==> src/sv/jrdd_pkg.sv <==
// Shared types and constants of the joystick report decoder.
package jrdd_pkg;

   localparam int unsigned DZ_WIDTH = 15;
   localparam logic [DZ_WIDTH-1:0] DEAD_ZONE_RESET = 15'd1638;

   localparam logic [1:0] AXIS_LAST = 2'd2;
   localparam logic [3:0] DIV_LAST  = 4'd15;

   typedef struct packed {
      logic       capture;
      logic       prep;
      logic       setup;
      logic       div_step;
      logic       finish;
      logic       publish;
      logic [1:0] axis_sel;
   } cmd_type;

   typedef struct packed {
      logic special;
   } status_type;

endpackage

==> src/sv/joystick_report_decoder_deadzone.sv <==
// Top level of the joystick report decoder with center calibration and dead zone.
//
// Usage: one joystick report enters on the req_ channel and one decoded result
// leaves on the rsp_ channel. A transfer happens at a rising edge where valid is
// high and stall is low. The dead-zone half-width (Q1.15) is written through
// csr_write_enable/csr_write_data; the user must write it only while the block
// is idle, which the block itself does not enforce. It resets to 1638. Each
// stick axis passes through a shared restoring divider that resolves one
// quotient bit per cycle. An axis takes an early exit when it falls inside the
// dead zone or saturates, and otherwise runs the 16 divide steps. The block
// works on one report at a time. The result sits in an output register, so the
// next request is accepted while a stalled result still waits; the block holds
// req_stall high until its own working result can move into that register. The
// first report after reset stores its centered axes as the per-axis center
// offsets. Synchronous reset clears the calibration and the output valid and
// returns the dead zone to 1638.
module joystick_report_decoder_deadzone
   import jrdd_pkg::*;
(
   input  logic                clock,
   input  logic                reset,
   input  logic                req_valid,
   output logic                req_stall,
   input  logic [31:0]         req_stick_bytes,
   input  logic [31:0]         req_lever_bytes,
   input  logic [15:0]         req_button_bytes,
   input  logic [7:0]          req_scroll_byte,
   input  logic [7:0]          req_mouse_byte,
   input  logic                csr_write_enable,
   input  logic [DZ_WIDTH-1:0] csr_write_data,
   output logic                rsp_valid,
   input  logic                rsp_stall,
   output logic signed [15:0]  rsp_axis_x,
   output logic signed [15:0]  rsp_axis_y,
   output logic signed [15:0]  rsp_axis_z,
   output logic [15:0]         rsp_throttle,
   output logic [15:0]         rsp_rotation_x,
   output logic [15:0]         rsp_rotation_y,
   output logic [15:0]         rsp_slider,
   output logic [15:0]         rsp_buttons,
   output logic signed [1:0]   rsp_scroll,
   output logic                rsp_right_click
);

   cmd_type    cmd;
   status_type status;

   // The controller sequences capture, per-axis setup, divide steps and the
   // final move into the output register.
   jrdd_ctrl u_ctrl (
      .clock     (clock),
      .reset     (reset),
      .req_valid (req_valid),
      .req_stall (req_stall),
      .rsp_stall (rsp_stall),
      .rsp_valid (rsp_valid),
      .cmd       (cmd),
      .status    (status)
   );

   // The datapath holds the offsets, the working axis values and the divider.
   jrdd_datapath u_dp (
      .clock            (clock),
      .reset            (reset),
      .req_stick_bytes  (req_stick_bytes),
      .req_lever_bytes  (req_lever_bytes),
      .req_button_bytes (req_button_bytes),
      .req_scroll_byte  (req_scroll_byte),
      .req_mouse_byte   (req_mouse_byte),
      .csr_write_enable (csr_write_enable),
      .csr_write_data   (csr_write_data),
      .cmd              (cmd),
      .status           (status),
      .rsp_axis_x       (rsp_axis_x),
      .rsp_axis_y       (rsp_axis_y),
      .rsp_axis_z       (rsp_axis_z),
      .rsp_throttle     (rsp_throttle),
      .rsp_rotation_x   (rsp_rotation_x),
      .rsp_rotation_y   (rsp_rotation_y),
      .rsp_slider       (rsp_slider),
      .rsp_buttons      (rsp_buttons),
      .rsp_scroll       (rsp_scroll),
      .rsp_right_click  (rsp_right_click)
   );

endmodule

==> src/sv/jrdd_ctrl.sv <==
// Controller state machine of the joystick report decoder.
module jrdd_ctrl
   import jrdd_pkg::*;
(
   input  logic       clock,
   input  logic       reset,
   input  logic       req_valid,
   output logic       req_stall,
   input  logic       rsp_stall,
   output logic       rsp_valid,
   output cmd_type    cmd,
   input  status_type status
);

   typedef enum logic [2:0] {
      ST_IDLE,
      ST_PREP,
      ST_SETUP,
      ST_DIV,
      ST_FINISH,
      ST_DONE
   } state_type;

   state_type  state_ff;
   logic [1:0] axis_ff;
   logic [3:0] step_ff;
   logic       rsp_valid_ff;
   logic       out_free;

   assign out_free  = !rsp_valid_ff || !rsp_stall;
   assign req_stall = (state_ff != ST_IDLE);
   assign rsp_valid = rsp_valid_ff;

   always_comb begin
      cmd          = '0;
      cmd.axis_sel = axis_ff;
      cmd.capture  = (state_ff == ST_IDLE) && req_valid;
      cmd.prep     = (state_ff == ST_PREP);
      cmd.setup    = (state_ff == ST_SETUP);
      cmd.div_step = (state_ff == ST_DIV);
      cmd.finish   = (state_ff == ST_FINISH);
      cmd.publish  = (state_ff == ST_DONE) && out_free;
   end

   always_ff @(posedge clock) begin
      if (reset) begin
         state_ff     <= ST_IDLE;
         axis_ff      <= '0;
         step_ff      <= '0;
         rsp_valid_ff <= 1'b0;
      end else begin
         if (cmd.publish) begin
            rsp_valid_ff <= 1'b1;
         end else if (!rsp_stall) begin
            rsp_valid_ff <= 1'b0;
         end
         unique case (state_ff)
            ST_IDLE: begin
               if (req_valid) begin
                  state_ff <= ST_PREP;
                  axis_ff  <= '0;
               end
            end
            ST_PREP: begin
               state_ff <= ST_SETUP;
            end
            ST_SETUP: begin
               step_ff <= '0;
               if (!status.special) begin
                  state_ff <= ST_DIV;
               end else if (axis_ff == AXIS_LAST) begin
                  state_ff <= ST_DONE;
               end else begin
                  state_ff <= ST_PREP;
                  axis_ff  <= axis_ff + 2'd1;
               end
            end
            ST_DIV: begin
               step_ff <= step_ff + 4'd1;
               if (step_ff == DIV_LAST) begin
                  state_ff <= ST_FINISH;
               end
            end
            ST_FINISH: begin
               if (axis_ff == AXIS_LAST) begin
                  state_ff <= ST_DONE;
               end else begin
                  state_ff <= ST_PREP;
                  axis_ff  <= axis_ff + 2'd1;
               end
            end
            ST_DONE: begin
               if (out_free) begin
                  state_ff <= ST_IDLE;
               end
            end
            default: begin
               state_ff <= ST_IDLE;
            end
         endcase
      end
   end

endmodule

==> src/sv/jrdd_datapath.sv <==
// Datapath of the joystick report decoder: calibration, dead zone, serial divider.
module jrdd_datapath
   import jrdd_pkg::*;
(
   input  logic                clock,
   input  logic                reset,
   input  logic [31:0]         req_stick_bytes,
   input  logic [31:0]         req_lever_bytes,
   input  logic [15:0]         req_button_bytes,
   input  logic [7:0]          req_scroll_byte,
   input  logic [7:0]          req_mouse_byte,
   input  logic                csr_write_enable,
   input  logic [DZ_WIDTH-1:0] csr_write_data,
   input  cmd_type             cmd,
   output status_type          status,
   output logic signed [15:0]  rsp_axis_x,
   output logic signed [15:0]  rsp_axis_y,
   output logic signed [15:0]  rsp_axis_z,
   output logic [15:0]         rsp_throttle,
   output logic [15:0]         rsp_rotation_x,
   output logic [15:0]         rsp_rotation_y,
   output logic [15:0]         rsp_slider,
   output logic [15:0]         rsp_buttons,
   output logic signed [1:0]   rsp_scroll,
   output logic                rsp_right_click
);

   // Centers a raw 10-bit axis to Q1.15; the top code saturates below +1.0.
   function automatic logic signed [15:0] center_raw(input logic [9:0] r);
      logic [9:0] d;
      begin
         if (r <= 10'd512) begin
            d = r - 10'd512;
            center_raw = {d, 6'b0};
         end else if (r == 10'd1023) begin
            center_raw = 16'sh7FFF;
         end else begin
            d = r - 10'd511;
            center_raw = {d, 6'b0};
         end
      end
   endfunction

   logic [DZ_WIDTH-1:0] dz_ff;
   logic                cal_ff;
   logic signed [15:0]  c_ff [3];
   logic signed [15:0]  off_ff [3];
   logic signed [15:0]  res_ff [3];
   logic signed [15:0]  cen [3];

   logic [15:0] thr_ff, rotx_ff, roty_ff, sld_ff, btn_ff;
   logic [1:0]  scroll_ff;
   logic        click_ff;

   logic signed [17:0] a_ff, a_in;
   logic               pos_ff;
   logic [16:0]        den_ff;
   logic [16:0]        rem_ff;
   logic [15:0]        qd_ff;

   logic signed [15:0] c_sel, o_sel;
   logic [17:0]        mag;
   logic [16:0]        nmag;
   logic               pos, below, den_pos, sat;
   logic signed [17:0] base, den;
   logic signed [15:0] special_res, fin_res;
   logic [17:0]        rem2, rem_diff;
   logic               ge;
   logic [1:0]         scroll_in;

   assign cen[0] = center_raw(req_stick_bytes[9:0]);
   assign cen[1] = center_raw(req_stick_bytes[19:10]);
   assign cen[2] = center_raw(req_stick_bytes[31:22]);

   assign c_sel = c_ff[cmd.axis_sel];
   assign o_sel = off_ff[cmd.axis_sel];
   assign a_in  = {{2{c_sel[15]}}, c_sel} - {{2{o_sel[15]}}, o_sel};

   // Dead-zone test, denominator and early-out decision for one axis.
   always_comb begin
      mag     = a_ff[17] ? 18'(-a_ff) : 18'(a_ff);
      pos     = !a_ff[17] && (a_ff != '0);
      below   = mag[16:0] < {2'b0, dz_ff};
      nmag    = mag[16:0] - {2'b0, dz_ff};
      base    = 18'sd32768 - $signed({3'b0, dz_ff});
      den     = pos ? base - {{2{o_sel[15]}}, o_sel} : base + {{2{o_sel[15]}}, o_sel};
      den_pos = !den[17] && (den != '0);
      sat     = {1'b0, nmag} >= {den[16:0], 1'b0};
      status.special = below || !den_pos || sat;
      if (below) begin
         special_res = '0;
      end else begin
         special_res = pos ? 16'sh7FFF : 16'sh8000;
      end
   end

   // One restoring division step per cycle.
   assign rem2     = {rem_ff, qd_ff[15]};
   assign ge       = rem2 >= {1'b0, den_ff};
   assign rem_diff = rem2 - {1'b0, den_ff};

   always_comb begin
      if (pos_ff) begin
         fin_res = qd_ff[15] ? 16'sh7FFF : $signed(qd_ff);
      end else begin
         fin_res = (qd_ff > 16'h8000) ? 16'sh8000 : $signed(16'(-qd_ff));
      end
   end

   always_comb begin
      priority if (req_scroll_byte[0]) begin
         scroll_in = 2'b11;
      end else if (req_scroll_byte[1]) begin
         scroll_in = 2'b01;
      end else begin
         scroll_in = 2'b00;
      end
   end

   always_ff @(posedge clock) begin
      if (reset) begin
         dz_ff  <= DEAD_ZONE_RESET;
         cal_ff <= 1'b0;
      end else begin
         if (csr_write_enable) begin
            dz_ff <= csr_write_data;
         end
         if (cmd.capture) begin
            cal_ff <= 1'b1;
         end
      end
   end

   always_ff @(posedge clock) begin
      if (cmd.capture) begin
         for (int i = 0; i < 3; i++) begin
            c_ff[i] <= cen[i];
            if (!cal_ff) begin
               off_ff[i] <= cen[i];
            end
         end
         thr_ff    <= {~req_lever_bytes[7:0],   ~req_lever_bytes[7:0]};
         rotx_ff   <= {~req_lever_bytes[15:8],  ~req_lever_bytes[15:8]};
         roty_ff   <= {~req_lever_bytes[23:16], ~req_lever_bytes[23:16]};
         sld_ff    <= {~req_lever_bytes[31:24], ~req_lever_bytes[31:24]};
         btn_ff    <= req_button_bytes;
         scroll_ff <= scroll_in;
         click_ff  <= req_mouse_byte[2];
      end
      if (cmd.prep) begin
         a_ff <= a_in;
      end
      if (cmd.setup) begin
         pos_ff <= pos;
         den_ff <= den[16:0];
         rem_ff <= {1'b0, nmag[16:1]};
         qd_ff  <= {nmag[0], 15'b0};
         if (status.special) begin
            res_ff[cmd.axis_sel] <= special_res;
         end
      end
      if (cmd.div_step) begin
         rem_ff <= ge ? rem_diff[16:0] : rem2[16:0];
         qd_ff  <= {qd_ff[14:0], ge};
      end
      if (cmd.finish) begin
         res_ff[cmd.axis_sel] <= fin_res;
      end
      if (cmd.publish) begin
         rsp_axis_x      <= res_ff[0];
         rsp_axis_y      <= res_ff[1];
         rsp_axis_z      <= res_ff[2];
         rsp_throttle    <= thr_ff;
         rsp_rotation_x  <= rotx_ff;
         rsp_rotation_y  <= roty_ff;
         rsp_slider      <= sld_ff;
         rsp_buttons     <= btn_ff;
         rsp_scroll      <= scroll_ff;
         rsp_right_click <= click_ff;
      end
   end

endmodule

==> config.mk <==
export PLATFORM = sky130hd
export DESIGN_NAME = joystick_report_decoder_deadzone
export DESIGN_NICKNAME = d
export VERILOG_FILES = /design/src/sv/jrdd_pkg.sv /design/src/sv/joystick_report_decoder_deadzone.sv /design/src/sv/jrdd_ctrl.sv /design/src/sv/jrdd_datapath.sv
export SDC_FILE = /design/constraint.sdc
export NUM_CORES = 1
export LEC_CHECK = 0
export BUFFER_PORTS_ARGS = -buffer_cell sky130_fd_sc_hd__clkbuf_2
export CAP_MARGIN = 25
export CORE_MARGIN = 2
export CORE_UTILIZATION = 55
export CTS_BUF_LIST = sky130_fd_sc_hd__clkbuf_4 sky130_fd_sc_hd__clkbuf_8 sky130_fd_sc_hd__clkbuf_16
export DETAILED_ROUTE_END_ITERATION = 6
export GPL_ROUTABILITY_DRIVEN = 0
export GPL_TIMING_DRIVEN = 1
export PLACE_DENSITY = 0.77
export REMOVE_ABC_BUFFERS = 1
export SLEW_MARGIN = 20
export SYNTH_ARGS = -nofsm -noshare
export SYNTH_HDL_FRONTEND = slang
export SYNTH_SLANG_ARGS = --single-unit
==> constraint.sdc <==
create_clock -name clock -period 12.04 [get_ports clock]
set_input_delay 2.408 -clock clock [delete_from_list [all_inputs] [get_ports clock]]
set_output_delay 2.408 -clock clock [all_outputs]
set_load 0.1 [all_outputs]
==> impl_results.md <==
* CP required at 12.18 ns
* Worst path slowest cell: and2_1
* DP HPWL at 26.8 mm
* Die height at 185 um
* Crit path time final at 6.94 ns
* I/O pin cnt at 249
* Post-CTS Setup Repair Bufs at 0
* Initial antenna violation count at 0
* Crit start category: flip-flop
* # DRC at 0
* Total GRT Usage at 21.2%
* Final WL at 36.3 mm
* Avg Cell Area, Syn at 11.9 um2
* Post-CTS Hold Buffers at 0
* Post-synth EDFFs at 328
* # diodes at 0
* Most used DFF post-synth: edfxtp_1
* HP Class: flip-flop to flip-flop
* CTS clk-pin slew, worst paths at 0.06 ns
* Largest net degree at the start of global routing at 62
* Max-slew violations at 0
* Grt ovf at 0
* CTS Buf Count at 38
* ANT nets after route at 0
* DRT iter0 DRCs at 701
* Worst Path Buf+Inv at 2
* Fmax at 144 MHz
* Most frequent CP cell: a21oi_1
* Worst IR Drop VDD at 0.000124 V
* Synth top area share at 54.9%
* Crit path largest cell delay at 0.75 ns
* Critical path capture point type: flip-flop
* Crit path max-delay family: compound AO/OA/AOI/OAI gates
* Max Cap Violations at 0
* Worst-Margin Slew at 0.929 ns
* Die Footprint at 34100 um2
* Register area share after synthesis at 58.0%
* Crit path max fanout at 22
* Clk_lat worst skew at 0.53 ns
* Final period util at 57.6%
* Final setup violation count at 0
* Status: complete, no violations
* Flops & latches, synth at 356
* TNS Setup at 0 ns
* Max transition margin at 37.9%
* Setup Crit Path Kind: flip-flop to flip-flop
* Clk buf depth at 3
* Initial Utilization at 55.5%
* Worst EP arrival at 7.08 ns
* Syn Inst Count at 1513
* Number of distinct library cells after synthesis at 84
* Routed len/inst at 16.6 um
* Nets at 1937
* Layout area overhead at 14.5%
* Site row count at 66
* Warnings from Yosys at 0
* Async set or reset register ratio after synthesis at 0%
* Pre-Repair DR Iteration Count at 5
* Final hold vios at 0
* Leak Pwr at 8.31 nW
* Unrepaired setup endpoints after global routing: no
* # port buffers at 233
* Total core area at 32300 um2
* Post-CTS sizing at 0
* Die W at 185 um
* Root buffer cell: clkbuf_16
* DR vias at 12000
* Area leader, netlist: edfxtp_1
* Layout cells sized above 1 at 19.8%
* Fin util at 63.6%
* Clock Sinks at 356
* Mapped cell area at 17900 um2
* First-pass GRT wire length at 57.2 mm
* CTS tree: done
* # H-tree levels at 2
* Power Total at 4.11 mW
* Vias in the first global route at 11600
* Area contributors post-synth: edfxtp_1, ha_1, dfxtp_1
* Pwr dens at 200 nW/um2
* Skew final at 0.0200 ns
* Vias/cell at 5.48
==> routing by layer <==
metal / wire, um / vias to the layer above / GRT usage, %
li1: - / 5924 / -
met1: 14700 / 5653 / 25.2
met2: 18600 / 340 / 38.2
met3: 1850 / 75 / 3.62
met4: 1180 / 0 / 7.94
met5: 0 / - / 0
==> through the flow <==
step	instance area (um2)	hold slack [ns]	setup slack (ns)	instances
6_report	20500	0.402	5.10	2189
2_1_floorplan	17500	0.400	4.24	1439
4_1_cts	20500	0.404	5.13	2189
3_5_place_dp	19300	0.405	5.12	2124
5_1_grt	20500	0.420	4.64	2189
3_3_place_gp	19300	0.401	5.32	2122
==> worst register-to-register path: cells and delay by family (launching register included) <==
kind | cells | cell delay, ns
adder cells (fa/ha/maj) | 3 | 1.00
buffers and inverters | 2 | 0.43
AND/OR/NAND/NOR | 7 | 1.51
AO/OA/AOI/OAI | 10 | 2.00
flip-flops | 1 | 0.31
XOR/XNOR | 2 | 0.38
multiplexers | 2 | 0.91
==> cell usage after synthesis (6+ instances only) <==
library cell	count
nor4_1	10
xor2_1	36
nor3_1	29
mux2i_1	43
a21oi_1	87
a31oi_1	10
nand2_1	98
clkbuf_1	33
xnor2_1	42
o21a_1	20
or3_1	18
and2_1	8
edfxtp_1	328
inv_1	119
o211ai_1	13
a21o_1	26
nand2b_1	12
nand4_1	20
o21ai_0	94
mux2_2	9
nor2b_1	16
and3_1	24
nand3_1	29
buf_4	33
ha_1	96
nor2_1	114
o31a_1	6
a21boi_0	6
a211oi_1	9
dfxtp_1	28
==> layout make-up <==
cell class | instances | area, um2
Fill cell | 2458 | 11800
Sequential cell | 356 | 10400
Multi-Input combinational cell | 962 | 6660
Timing Repair Buffer | 243 | 1270
Clock buffer | 48 | 1080
Tap cell | 442 | 553
Inverter | 121 | 459
Clock inverter | 17 | 108
==> worst paths after layout <==
| check | start | end | slack [ns] | depth (start not counted) |
|---|---|---|---|---|
| setup / recovery | flip-flop | u_dp.res_ff[2][1]$_DFFE_PP_ | 5.10 | 26 |
| hold / removal | u_dp.btn_ff[2]$_DFFE_PP_ | u_dp.rsp_buttons[2]$_DFFE_PP_ | 0.40 | 0 |
| setup reg to reg | flip-flop | u_dp.res_ff[2][1]$_DFFE_PP_ | 5.10 | 26 |
| hold reg to reg | u_dp.btn_ff[2]$_DFFE_PP_ | u_dp.rsp_buttons[2]$_DFFE_PP_ | 0.40 | 0 |
==> placed cells by master (no fill, tap or decap), drive strengths merged, types with 5 or more instances in the layout <==
cell type / count
o21bai: 5
a21o: 26
ha: 96
a21boi: 7
mux2i: 48
nor4: 12
a21oi: 88
and2: 8
nor2b: 16
o21ai: 95
a211oi: 10
mux2: 13
dfxtp: 28
nand3: 29
edfxtp: 328
o21a: 20
nand4: 20
nor3: 30
nand2: 98
and4: 5
nor2: 117
or3: 18
clkinv: 15
o211ai: 13
xnor2: 42
a31oi: 11
buf: 10
xor2: 37
nand2b: 12
clkbuf: 281
and3: 24
inv: 123
o31a: 6
==> flip-flops by register name (all words and copies together) (netlist names), 13 cells and up, named ones only <==
name,cells
rsp_axis_x,16
rsp_axis_y,16
rsp_axis_z,16
u_dp.a_ff,13
u_dp.btn_ff,16
u_dp.c_ff,33
u_dp.den_ff,17
u_dp.dz_ff,15
u_dp.off_ff,33
u_dp.qd_ff,16
u_dp.rem_ff,17
u_dp.res_ff,48
u_dp.rsp_buttons,16
==> power by group <==
part / total [mW] / internal [mW] / switching, mW
Clock: 1.10 / 0.638 / 0.461
Sequential: 1.61 / 1.55 / 0.0609
Combinational: 1.40 / 0.562 / 0.836
==> kinds of logic after synthesis <==
family                     count (synthesis)  share of synthesized area (%)
adders and majority gates                 99                           7.03
AOI/OAI and AO/OA                        317                           11.1
and+or+nand+nor                          406                           11.2
muxes                                     61                           3.72
DFF                                      356                           58.0
xor gates and xnor gates                  79                           3.90
buffers and inverters                    195                           4.97
No activity file was read; power rests on OpenSTA's default activity.
